## config.mk

```make
export PLATFORM = sky130hd
export DESIGN_NAME = ternary_perceptron_threshold_core_flat
export DESIGN_NICKNAME = d
export VERILOG_FILES = /design/src/design/tpt_pkg.sv /design/src/design/tpt_in_if.sv /design/src/design/tpt_out_if.sv /design/src/design/tpt_lane.sv /design/src/design/tpt_merge.sv /design/src/design/ternary_perceptron_threshold_core.sv /design/src/flat_wrapper.sv
export VERILOG_INCLUDE_DIRS = /design/src /design/src/design
export SDC_FILE = /design/constraint.sdc
export NUM_CORES = 1
export LEC_CHECK = 0
export ABC_AREA = 1
export BUFFER_PORTS_ARGS = -buffer_cell sky130_fd_sc_hd__buf_2
export CAP_MARGIN = 30
export CORE_MARGIN = 5
export CORE_UTILIZATION = 35
export DETAILED_ROUTE_END_ITERATION = 8
export PLACE_DENSITY_LB_ADDON = 0.25
export SETUP_SLACK_MARGIN = 0.05
export SLEW_MARGIN = 20
export SYNTH_ARGS = -nofsm -noshare
export SYNTH_HDL_FRONTEND = slang
export SYNTH_HIERARCHICAL = 1
export SYNTH_SLANG_ARGS = --single-unit
```

## constraint.sdc

```tcl
create_clock -name i_clk -period 6.96 [get_ports i_clk]
set_clock_uncertainty 0.15 [all_clocks]
set_input_delay 0.696 -clock i_clk [delete_from_list [all_inputs] [get_ports i_clk]]
set_output_delay 0.696 -clock i_clk [all_outputs]
set_load 0.005 [all_outputs]
```

## src/design/assert_macros.svh

```systemverilog
// assertion helpers, compiled out for synthesis
`ifndef ASSERT_MACROS_SVH
`define ASSERT_MACROS_SVH

`ifndef SYNTHESIS

`define TPT_ASSERT(lbl, clk, rst_n, prop) \
    lbl: assert property (@(posedge clk) disable iff (!rst_n) (prop)) \
        else $error("tpt assertion failed");

`define TPT_ASSERT_IMP(lbl, clk, rst_n, ante, cons) \
    lbl: assert property (@(posedge clk) disable iff (!rst_n) (ante) |-> (cons)) \
        else $error("tpt implication failed");

`else

`define TPT_ASSERT(lbl, clk, rst_n, prop)

`define TPT_ASSERT_IMP(lbl, clk, rst_n, ante, cons)

`endif

`endif

```

## src/design/tpt_pkg.sv

```systemverilog
`timescale 1ns / 1ps

package tpt_pkg;

    localparam int W_BITS       = 16;  // q8.8 weight, bias
    localparam int IN_BITS      = 16;  // feature bits carried by one word
    localparam int IDX_BITS     = 4;
    localparam int LEN_BITS     = 5;
    localparam int MODE_BITS    = 2;
    localparam int CFG_IDX_BITS = 1;

    localparam logic OP_LOAD = 1'b0;
    localparam logic OP_EVAL = 1'b1;

    localparam logic [MODE_BITS-1:0] MODE_PREDICT     = 2'd0;
    localparam logic [MODE_BITS-1:0] MODE_OPTIMISTIC  = 2'd1;
    localparam logic [MODE_BITS-1:0] MODE_PESSIMISTIC = 2'd2;

    localparam logic [CFG_IDX_BITS-1:0] CFG_BIAS          = 1'b0;
    localparam logic [CFG_IDX_BITS-1:0] CFG_ACTIVE_LENGTH = 1'b1;

    localparam logic [LEN_BITS-1:0] ACTIVE_LENGTH_RST = 5'd16;

    typedef struct packed {
        logic use_unk;  // unknown features get completed
        logic pess;     // complete with negative weights, test below zero
    } t_mode_ctl;

    typedef struct packed {
        logic v1;
        logic v2;
        logic v3;
    } t_pipe_stat;

endpackage

```

## src/design/tpt_in_if.sv

```systemverilog
`timescale 1ns / 1ps

interface tpt_in_if import tpt_pkg::*; ();
    logic                        valid;
    logic                        ready;
    logic                        op;
    logic [IDX_BITS-1:0]         weight_index;
    logic signed [W_BITS-1:0]    weight_value;
    logic [MODE_BITS-1:0]        mode;
    logic [IN_BITS-1:0]          feature_bits;
    logic [IN_BITS-1:0]          unknown_bits;

    modport source (
        output valid, op, weight_index, weight_value, mode, feature_bits, unknown_bits,
        input  ready
    );
    modport sink (
        input  valid, op, weight_index, weight_value, mode, feature_bits, unknown_bits,
        output ready
    );
endinterface

```

## src/design/tpt_out_if.sv

```systemverilog
`timescale 1ns / 1ps

interface tpt_out_if;
    logic valid;
    logic ready;
    logic decision;

    modport source (
        output valid, decision,
        input  ready
    );
    modport sink (
        input  valid, decision,
        output ready
    );
endinterface

```

## src/design/tpt_lane.sv

```systemverilog
`timescale 1ns / 1ps

module tpt_lane import tpt_pkg::*; (
    input  logic                     i_clk,
    input  logic                     i_rst_n,
    input  logic                     i_we,
    input  logic signed [W_BITS-1:0] i_wdata,
    input  t_mode_ctl                i_ctl,
    input  logic                     i_active,
    input  logic                     i_feat,
    input  logic                     i_unk,
    output logic signed [W_BITS-1:0] o_contrib
);

    logic signed [W_BITS-1:0] r_weight;
    logic                     w_pos;
    logic                     w_counts;

    always_ff @(posedge i_clk) begin
        if (!i_rst_n) begin
            r_weight <= '0;
        end else if (i_we) begin
            r_weight <= i_wdata;
        end
    end

    assign w_pos = (r_weight != '0) && !r_weight[W_BITS-1];

    always_comb begin
        if (i_ctl.use_unk && i_unk) begin
            w_counts = i_ctl.pess ? r_weight[W_BITS-1] : w_pos;
        end else begin
            w_counts = i_feat;
        end
    end

    assign o_contrib = (w_counts && i_active) ? r_weight : '0;

endmodule

```

## src/design/tpt_merge.sv

```systemverilog
`timescale 1ns / 1ps

module tpt_merge import tpt_pkg::*; #(
    parameter int FEATURES = 16
) (
    input  logic                     i_clk,
    input  logic                     i_rst_n,
    input  logic                     i_fire,
    input  logic                     i_pess,
    input  logic signed [W_BITS-1:0] i_contrib [FEATURES],
    input  logic signed [W_BITS-1:0] i_bias,
    output logic                     o_ready,
    output t_pipe_stat               o_stat,
    tpt_out_if.source                o_result
);

    localparam int G1  = (FEATURES + 3) / 4;
    localparam int G2  = (G1 + 3) / 4;
    localparam int S1W = W_BITS + 2;
    localparam int S2W = W_BITS + 4;
    localparam int TW  = W_BITS + 6;
    localparam int SW  = TW + 1;

    logic signed [W_BITS-1:0] w_pad [G1*4];
    logic signed [S1W-1:0]    n_g1  [G1];
    logic signed [S1W-1:0]    w_g1p [G2*4];
    logic signed [S2W-1:0]    n_g2  [G2];
    logic signed [TW-1:0]     w_total;
    logic signed [SW-1:0]     w_biased;

    logic signed [S1W-1:0] r_g1 [G1];
    logic signed [S2W-1:0] r_g2 [G2];
    logic                  r_v1, r_v2, r_v3;
    logic                  r_pess1, r_pess2;
    logic                  r_decision;
    logic                  w_rdy1, w_rdy2, w_rdy3;

    genvar gi;
    generate
        for (gi = 0; gi < G1 * 4; gi++) begin : g_pad1
            if (gi < FEATURES) begin : g_real
                assign w_pad[gi] = i_contrib[gi];
            end else begin : g_zero
                assign w_pad[gi] = '0;
            end
        end
        for (gi = 0; gi < G2 * 4; gi++) begin : g_pad2
            if (gi < G1) begin : g_real
                assign w_g1p[gi] = r_g1[gi];
            end else begin : g_zero
                assign w_g1p[gi] = '0;
            end
        end
    endgenerate

    // first tree level: lanes in groups of four
    always_comb begin
        for (int g = 0; g < G1; g++) begin
            n_g1[g] = S1W'(w_pad[g*4]) + S1W'(w_pad[g*4+1])
                    + S1W'(w_pad[g*4+2]) + S1W'(w_pad[g*4+3]);
        end
    end

    always_comb begin
        for (int g = 0; g < G2; g++) begin
            n_g2[g] = S2W'(w_g1p[g*4]) + S2W'(w_g1p[g*4+1])
                    + S2W'(w_g1p[g*4+2]) + S2W'(w_g1p[g*4+3]);
        end
    end

    always_comb begin
        w_total = '0;
        for (int g = 0; g < G2; g++) begin
            w_total = w_total + TW'(r_g2[g]);
        end
        w_biased = SW'(w_total) + SW'(i_bias);
    end

    // each stage moves when it is empty or the one after it moves
    assign w_rdy3  = !r_v3 || o_result.ready;
    assign w_rdy2  = !r_v2 || w_rdy3;
    assign w_rdy1  = !r_v1 || w_rdy2;
    assign o_ready = w_rdy1;

    always_ff @(posedge i_clk) begin
        if (!i_rst_n) begin
            r_v1 <= 1'b0;
            r_v2 <= 1'b0;
            r_v3 <= 1'b0;
        end else begin
            if (w_rdy1) begin
                r_v1 <= i_fire;
            end
            if (w_rdy2) begin
                r_v2 <= r_v1;
            end
            if (w_rdy3) begin
                r_v3 <= r_v2;
            end
        end
    end

    always_ff @(posedge i_clk) begin
        if (w_rdy1 && i_fire) begin
            r_g1    <= n_g1;
            r_pess1 <= i_pess;
        end
        if (w_rdy2 && r_v1) begin
            r_g2    <= n_g2;
            r_pess2 <= r_pess1;
        end
        if (w_rdy3 && r_v2) begin
            // sum + bias below zero is the pessimistic test, else its negation
            r_decision <= r_pess2 ? w_biased[SW-1] : !w_biased[SW-1];
        end
    end

    assign o_result.valid    = r_v3;
    assign o_result.decision = r_decision;
    assign o_stat            = '{v1: r_v1, v2: r_v2, v3: r_v3};

endmodule

```

## src/design/ternary_perceptron_threshold_core.sv

```systemverilog
`timescale 1ns / 1ps
// channel    dir   handshake        word
// i_item     in    valid / ready    op, weight_index, weight_value, mode,
//                                   feature_bits, unknown_bits
// o_result   out   valid / ready    decision (one per evaluate word)
//
// one word per cycle while results are taken, loads and evaluates alike; a stalled result side holds it
// an evaluate word is answered through registered stages: lane masking and the
// first adder level, the second adder level, then the final add, bias and sign test
// a load word writes its lane weight at acceptance and gives no result
// synchronous reset clears weights and bias, active_length returns to 16
// a stalled result holds the last stage; earlier stages keep filling their bubbles

`include "assert_macros.svh"

module ternary_perceptron_threshold_core import tpt_pkg::*; #(
    parameter int FEATURES = 16
) (
    input  logic                        i_clk,
    input  logic                        i_rst_n,
    input  logic                        i_cfg_we,
    input  logic [CFG_IDX_BITS-1:0]     i_cfg_index,
    input  logic [W_BITS-1:0]           i_cfg_data,
    tpt_in_if.sink                      i_item,
    tpt_out_if.source                   o_result
);

    logic signed [W_BITS-1:0] r_bias;
    logic [LEN_BITS-1:0]      r_active_length;

    logic                     w_fire;
    logic                     w_eval_fire;
    logic                     w_load_fire;
    logic                     w_ready;
    t_mode_ctl                w_ctl;
    t_pipe_stat               w_stat;
    logic signed [W_BITS-1:0] w_contrib [FEATURES];

    always_ff @(posedge i_clk) begin
        if (!i_rst_n) begin
            r_bias          <= '0;
            r_active_length <= ACTIVE_LENGTH_RST;
        end else if (i_cfg_we) begin
            unique case (i_cfg_index)
                CFG_BIAS:          r_bias          <= i_cfg_data;
                CFG_ACTIVE_LENGTH: r_active_length <= i_cfg_data[LEN_BITS-1:0];
                default:           ;
            endcase
        end
    end

    assign i_item.ready = w_ready;
    assign w_fire       = i_item.valid && w_ready;
    assign w_eval_fire  = w_fire && (i_item.op == OP_EVAL);
    assign w_load_fire  = w_fire && (i_item.op == OP_LOAD);

    // unused mode code falls back to predict
    always_comb begin
        unique case (i_item.mode)
            MODE_OPTIMISTIC:  w_ctl = '{use_unk: 1'b1, pess: 1'b0};
            MODE_PESSIMISTIC: w_ctl = '{use_unk: 1'b1, pess: 1'b1};
            default:          w_ctl = '{use_unk: 1'b0, pess: 1'b0};
        endcase
    end

    genvar li;
    generate
        for (li = 0; li < FEATURES; li++) begin : g_lane
            logic w_we;
            logic w_feat;
            logic w_unk;
            logic w_active;

            // lanes past the input word see known zeros and no writes
            if (li < IN_BITS) begin : g_in
                assign w_we   = w_load_fire && (i_item.weight_index == IDX_BITS'(li));
                assign w_feat = i_item.feature_bits[li];
                assign w_unk  = i_item.unknown_bits[li];
            end else begin : g_out
                assign w_we   = 1'b0;
                assign w_feat = 1'b0;
                assign w_unk  = 1'b0;
            end

            assign w_active = ({1'b0, r_active_length} > (LEN_BITS + 1)'(li));

            tpt_lane u_lane (
                .i_clk     (i_clk),
                .i_rst_n   (i_rst_n),
                .i_we      (w_we),
                .i_wdata   (i_item.weight_value),
                .i_ctl     (w_ctl),
                .i_active  (w_active),
                .i_feat    (w_feat),
                .i_unk     (w_unk),
                .o_contrib (w_contrib[li])
            );
        end
    endgenerate

    tpt_merge #(
        .FEATURES (FEATURES)
    ) u_merge (
        .i_clk     (i_clk),
        .i_rst_n   (i_rst_n),
        .i_fire    (w_eval_fire),
        .i_pess    (w_ctl.pess),
        .i_contrib (w_contrib),
        .i_bias    (r_bias),
        .o_ready   (w_ready),
        .o_stat    (w_stat),
        .o_result  (o_result)
    );

    // an evaluate word entering an empty pipeline surfaces as a valid result
    `TPT_ASSERT_IMP(a_eval_latency, i_clk, i_rst_n, w_eval_fire && !w_stat.v1 && !w_stat.v2 && !w_stat.v3, ##3 o_result.valid)
    // a load word never occupies a pipeline stage
    `TPT_ASSERT_IMP(a_load_no_slot, i_clk, i_rst_n, w_load_fire && !w_stat.v1, ##1 !w_stat.v1)
    // an empty first stage always takes a word
    `TPT_ASSERT_IMP(a_ready_when_free, i_clk, i_rst_n, !w_stat.v1, i_item.ready)

endmodule

```

## src/flat_wrapper.sv

```systemverilog
// flat-port wrapper written by rule: the top's interface ports become plain ports
module ternary_perceptron_threshold_core_flat import tpt_pkg::*;
#(
    parameter int FEATURES = 16
)
  (i_clk, i_rst_n, i_cfg_we, i_cfg_index, i_cfg_data, i_item_valid, i_item_op, i_item_weight_index, i_item_weight_value, i_item_mode, i_item_feature_bits, i_item_unknown_bits, i_item_ready, o_result_valid, o_result_decision, o_result_ready);
  tpt_in_if i_item_i ();
  tpt_out_if o_result_i ();
  input  logic i_clk;
  input  logic i_rst_n;
  input  logic i_cfg_we;
  input  logic [CFG_IDX_BITS-1:0] i_cfg_index;
  input  logic [W_BITS-1:0] i_cfg_data;
  input wire logic [$bits(i_item_i.valid)-1:0] i_item_valid;
  input wire logic [$bits(i_item_i.op)-1:0] i_item_op;
  input wire logic [$bits(i_item_i.weight_index)-1:0] i_item_weight_index;
  input wire logic [$bits(i_item_i.weight_value)-1:0] i_item_weight_value;
  input wire logic [$bits(i_item_i.mode)-1:0] i_item_mode;
  input wire logic [$bits(i_item_i.feature_bits)-1:0] i_item_feature_bits;
  input wire logic [$bits(i_item_i.unknown_bits)-1:0] i_item_unknown_bits;
  output wire logic [$bits(i_item_i.ready)-1:0] i_item_ready;
  output wire logic [$bits(o_result_i.valid)-1:0] o_result_valid;
  output wire logic [$bits(o_result_i.decision)-1:0] o_result_decision;
  input wire logic [$bits(o_result_i.ready)-1:0] o_result_ready;
  assign i_item_i.valid = i_item_valid;
  assign i_item_i.op = i_item_op;
  assign i_item_i.weight_index = i_item_weight_index;
  assign i_item_i.weight_value = i_item_weight_value;
  assign i_item_i.mode = i_item_mode;
  assign i_item_i.feature_bits = i_item_feature_bits;
  assign i_item_i.unknown_bits = i_item_unknown_bits;
  assign i_item_ready = i_item_i.ready;
  assign o_result_valid = o_result_i.valid;
  assign o_result_decision = o_result_i.decision;
  assign o_result_i.ready = o_result_ready;
  ternary_perceptron_threshold_core #(.FEATURES(FEATURES)) u_core (.i_clk(i_clk), .i_rst_n(i_rst_n), .i_cfg_we(i_cfg_we), .i_cfg_index(i_cfg_index), .i_cfg_data(i_cfg_data), .i_item(i_item_i), .o_result(o_result_i));
endmodule
```

==> results.sh <==
export IMPL_run_status="complete, no violations"
export IMPL_syn_area_sq_mm=0.0253
export IMPL_filler_cell_count=7670
export IMPL_viasPerCell=4.60
export IMPL_p_seq_share_pct=40.9
export IMPL_power_clock_fraction_pct=44.9
export IMPL_globalRouteTotalUtil_pct=18.5
export IMPL_post_route_cell_area_sq_mm=0.0282
export IMPL_number_of_routed_nets_with_antenna_violations=0
export IMPL_netlist_instances=3465
export IMPL_final_period_util_pct=69.4
export IMPL_seqCellArea_sq_mm=0.00846
export IMPL_worst_slew_pin_slew_ns=1.11
export IMPL_ctsHoldBuffers=0
export IMPL_drive_gt1_share_pct=6.05
export IMPL_timing_hold_worst_path_depth=3
export IMPL_worst_setup_path_end_kind="flip-flop"
export IMPL_h_tree_depth=2
export IMPL_reg2reg_depth=17
export IMPL_sink_count=375
export IMPL_timing_rr_start="u_core/r_active_length[2]"
export IMPL_numCtsBuffers=47
export IMPL_timing_final_crit_period_ns=4.83
export IMPL_drcViolationCount=0
export IMPL_gpl_final_weighted_congestion=0.890
export IMPL_clkSlewWorstSetupHoldPaths_ns=0.05
export IMPL_p_sw_uw=1610
export IMPL_postSynthAreaPerCell_sq_um=7.31
export IMPL_wl_per_cell_um=16.2
export IMPL_max_stage_delay_ns=0.55
export IMPL_startpoint_type="input port"
export IMPL_final_setup_viol_count=0
export IMPL_slew_viol_final=0
export IMPL_grt_overflow_total=0
export IMPL_floorplan_initialDensity_pct=35.4
export IMPL_reg2reg_slack_ns=2.17
export IMPL_power_leakage_uw=0.0126
export IMPL_post_cts_buffers=0
export IMPL_report_power_total_uw=5720
export IMPL_grt_max_degree=267
export IMPL_first_global_vias=19900
export IMPL_ctsLongestPathBuffers=3
export IMPL_tritoncts="built"
export IMPL_die_x_um=279
export IMPL_root_buffer="clkbuf_16"
export IMPL_route_final_wire_length_um=73000
export IMPL_multiInputGateArea_sq_mm=0.0133
export IMPL_diodes=0
export IMPL_synth_net_count=3818
export IMPL_cp_data_required_time_ns=7.15
export IMPL_comb_power_share_pct=14.2
export IMPL_hold_viol_final=0
export IMPL_1st_pass_router_iterations=6
export IMPL_dpl_instance_area_sq_mm=0.0265
export IMPL_most_frequent_cell_on_the_critical_path="nand2_1"
export IMPL_area_delta_synth_final_pct=11.3
export IMPL_core_rowCount=98
export IMPL_die_area_sq_mm=0.0778
export IMPL_reg2reg_end="u_core/u_merge/r_g1[53]"
export IMPL_irDropWorstVdd_mv=0.162
export IMPL_most_common_layout_cells="828 x inv_1, 515 x nor2_1, 491 x nand2_1"
export IMPL_detailed_place_hpwl_um=54100
export IMPL_grt_first_pass_wirelength_um=113000
export IMPL_slew_headroom_pct=26.0
export IMPL_critPathMaxFanout=16
export IMPL_buffer_ports_inserted=79
export IMPL_rsz0062_at_grt="false"
export IMPL_detailroute_via_count=20700
export IMPL_core_area_sq_mm=0.0716
export IMPL_min_from="i_cfg_data[4]"
export IMPL_power_report_internal_total_uw=4110
export IMPL_final_nets=3867
export IMPL_critPathSlowestCell="inv_1"
export IMPL_hold_ws_ns=0.203
export IMPL_initial_antenna_violation_count=2
export IMPL_ios=80
export IMPL_worst_hold_path_endpoint="u_core/r_active_length[4]"
export IMPL_yosys_warnings=6
export IMPL_most_frequent_standard_cell_in_the_layout_excluding_fill_and_tap_cells="inv_1"
export IMPL_clkLatencyLatePin_ns=0.60
export IMPL_path_cells="buf_2 > inv_1 > ha_2 > inv_1 > buf_4 > nand2_1 > a21boi_0 > nand2_2 > nor2_1 > inv_1 > fa_1 > fa_1 > inv_1 > fa_1 > nand3_1 > nand2_1 > nand3_1 > nand2_1 > nand2_1 > nand2_1 > nand2_1 > nand2_1"
export IMPL_drt_iter0_markers=1555
export IMPL_chipHeight_um=279
export IMPL_hold_path_class="in -> reg"
export IMPL_max_clock_freq_mhz=207
export IMPL_maxCapViolCount=0
export IMPL_pwr_density_cell_mw_per_mm2=203
export IMPL_arrival_ns=5.02
export IMPL_setup_tns_ns=0
export IMPL_swShare_pct=28.1
export IMPL_post_cts_resized_instances=0
export IMPL_path_class="in -> reg"
==> per-stage QoR <==
step,setup slack [ns],std cells,utilization (%)
floorplan,2.50,3465,-
global placement,1.54,4413,37.0
detailed placement,1.52,4413,37.0
CTS,2.16,4500,39.3
global route,1.89,4502,39.3
finish,2.13,4502,39.3
==> power by group through the flow <==
| stage | Combinational, uW | Sequential, uW | Clock (uW) |
|---|---|---|---|
| 6_report | 811 | 2340 | 2570 |
| 5_1_grt | 931 | 2340 | 2720 |
| 4_1_cts | 818 | 2340 | 2640 |
| 3_5_place_dp | 813 | 2390 | 0 |
| 3_3_place_gp | 808 | 2390 | 0 |
| 2_1_floorplan | 577 | 2380 | 0 |
==> layer usage <==
| metal | GRT usage [%] | vias to the layer above | share of wire, % |
|---|---|---|---|
| met2 | 30.4 | 444 | 46 |
| met1 | 26.4 | 9498 | 47 |
| met5 | 0 | - | 0 |
| li1 | - | 10700 | - |
| met3 | 2.08 | 82 | 5.0 |
| met4 | 4.25 | 0 | 2.0 |
==> state kept, by name, summed over array words and instances, names as in the netlist, 5 cells and up <==
signal / count
u_core/u_merge/r_g2: 20
u_core/g_lane.u_lane/r_weight: 256
u_core/u_merge/r_g1: 72
u_core/r_bias: 16
u_core/r_active_length: 5
==> worst max path at each step <==
| stage | endpoint | slack (ns) | from | depth (start not counted) |
|---|---|---|---|---|
| floorplan | u_core/u_merge/r_g1[33] | 2.50 | i_item_mode[0] | 20 |
| global placement | u_core/u_merge/r_g1[71] | 1.54 | i_item_mode[0] | 22 |
| detailed placement | u_core/u_merge/r_g1[71] | 1.52 | i_item_mode[0] | 22 |
| CTS | u_core/u_merge/r_g1[53] | 2.16 | u_core/r_active_length[2] | 17 |
| global route | u_core/u_merge/r_g1[16] | 1.89 | u_core/r_active_length[2] | 16 |
| finish | u_core/u_merge/r_g1[71] | 2.13 | i_item_mode[0] | 22 |
==> worst max-delay path: cells and delay by family <==
| family | cells | cell delay, ns |
|---|---|---|
| adders and majority gates | 4 | 1.79 |
| and+or+nand+nor | 11 | 1.16 |
| buffers and inverters | 6 | 1.12 |
| AOI/OAI and AO/OA | 1 | 0.21 |
==> final cells by class <==
| cell class | count | area share (%) |
|---|---|---|
| timing repair buffer | 85 | 1.73 |
| sequential | 375 | 30.0 |
| clock buffer | 67 | 4.92 |
| multi-input combinational | 2173 | 47.1 |
| inverter | 832 | 11.1 |
| tap | 950 | 4.22 |
| clock inverter | 20 | 0.897 |
(Power assumes the default switching activity.)
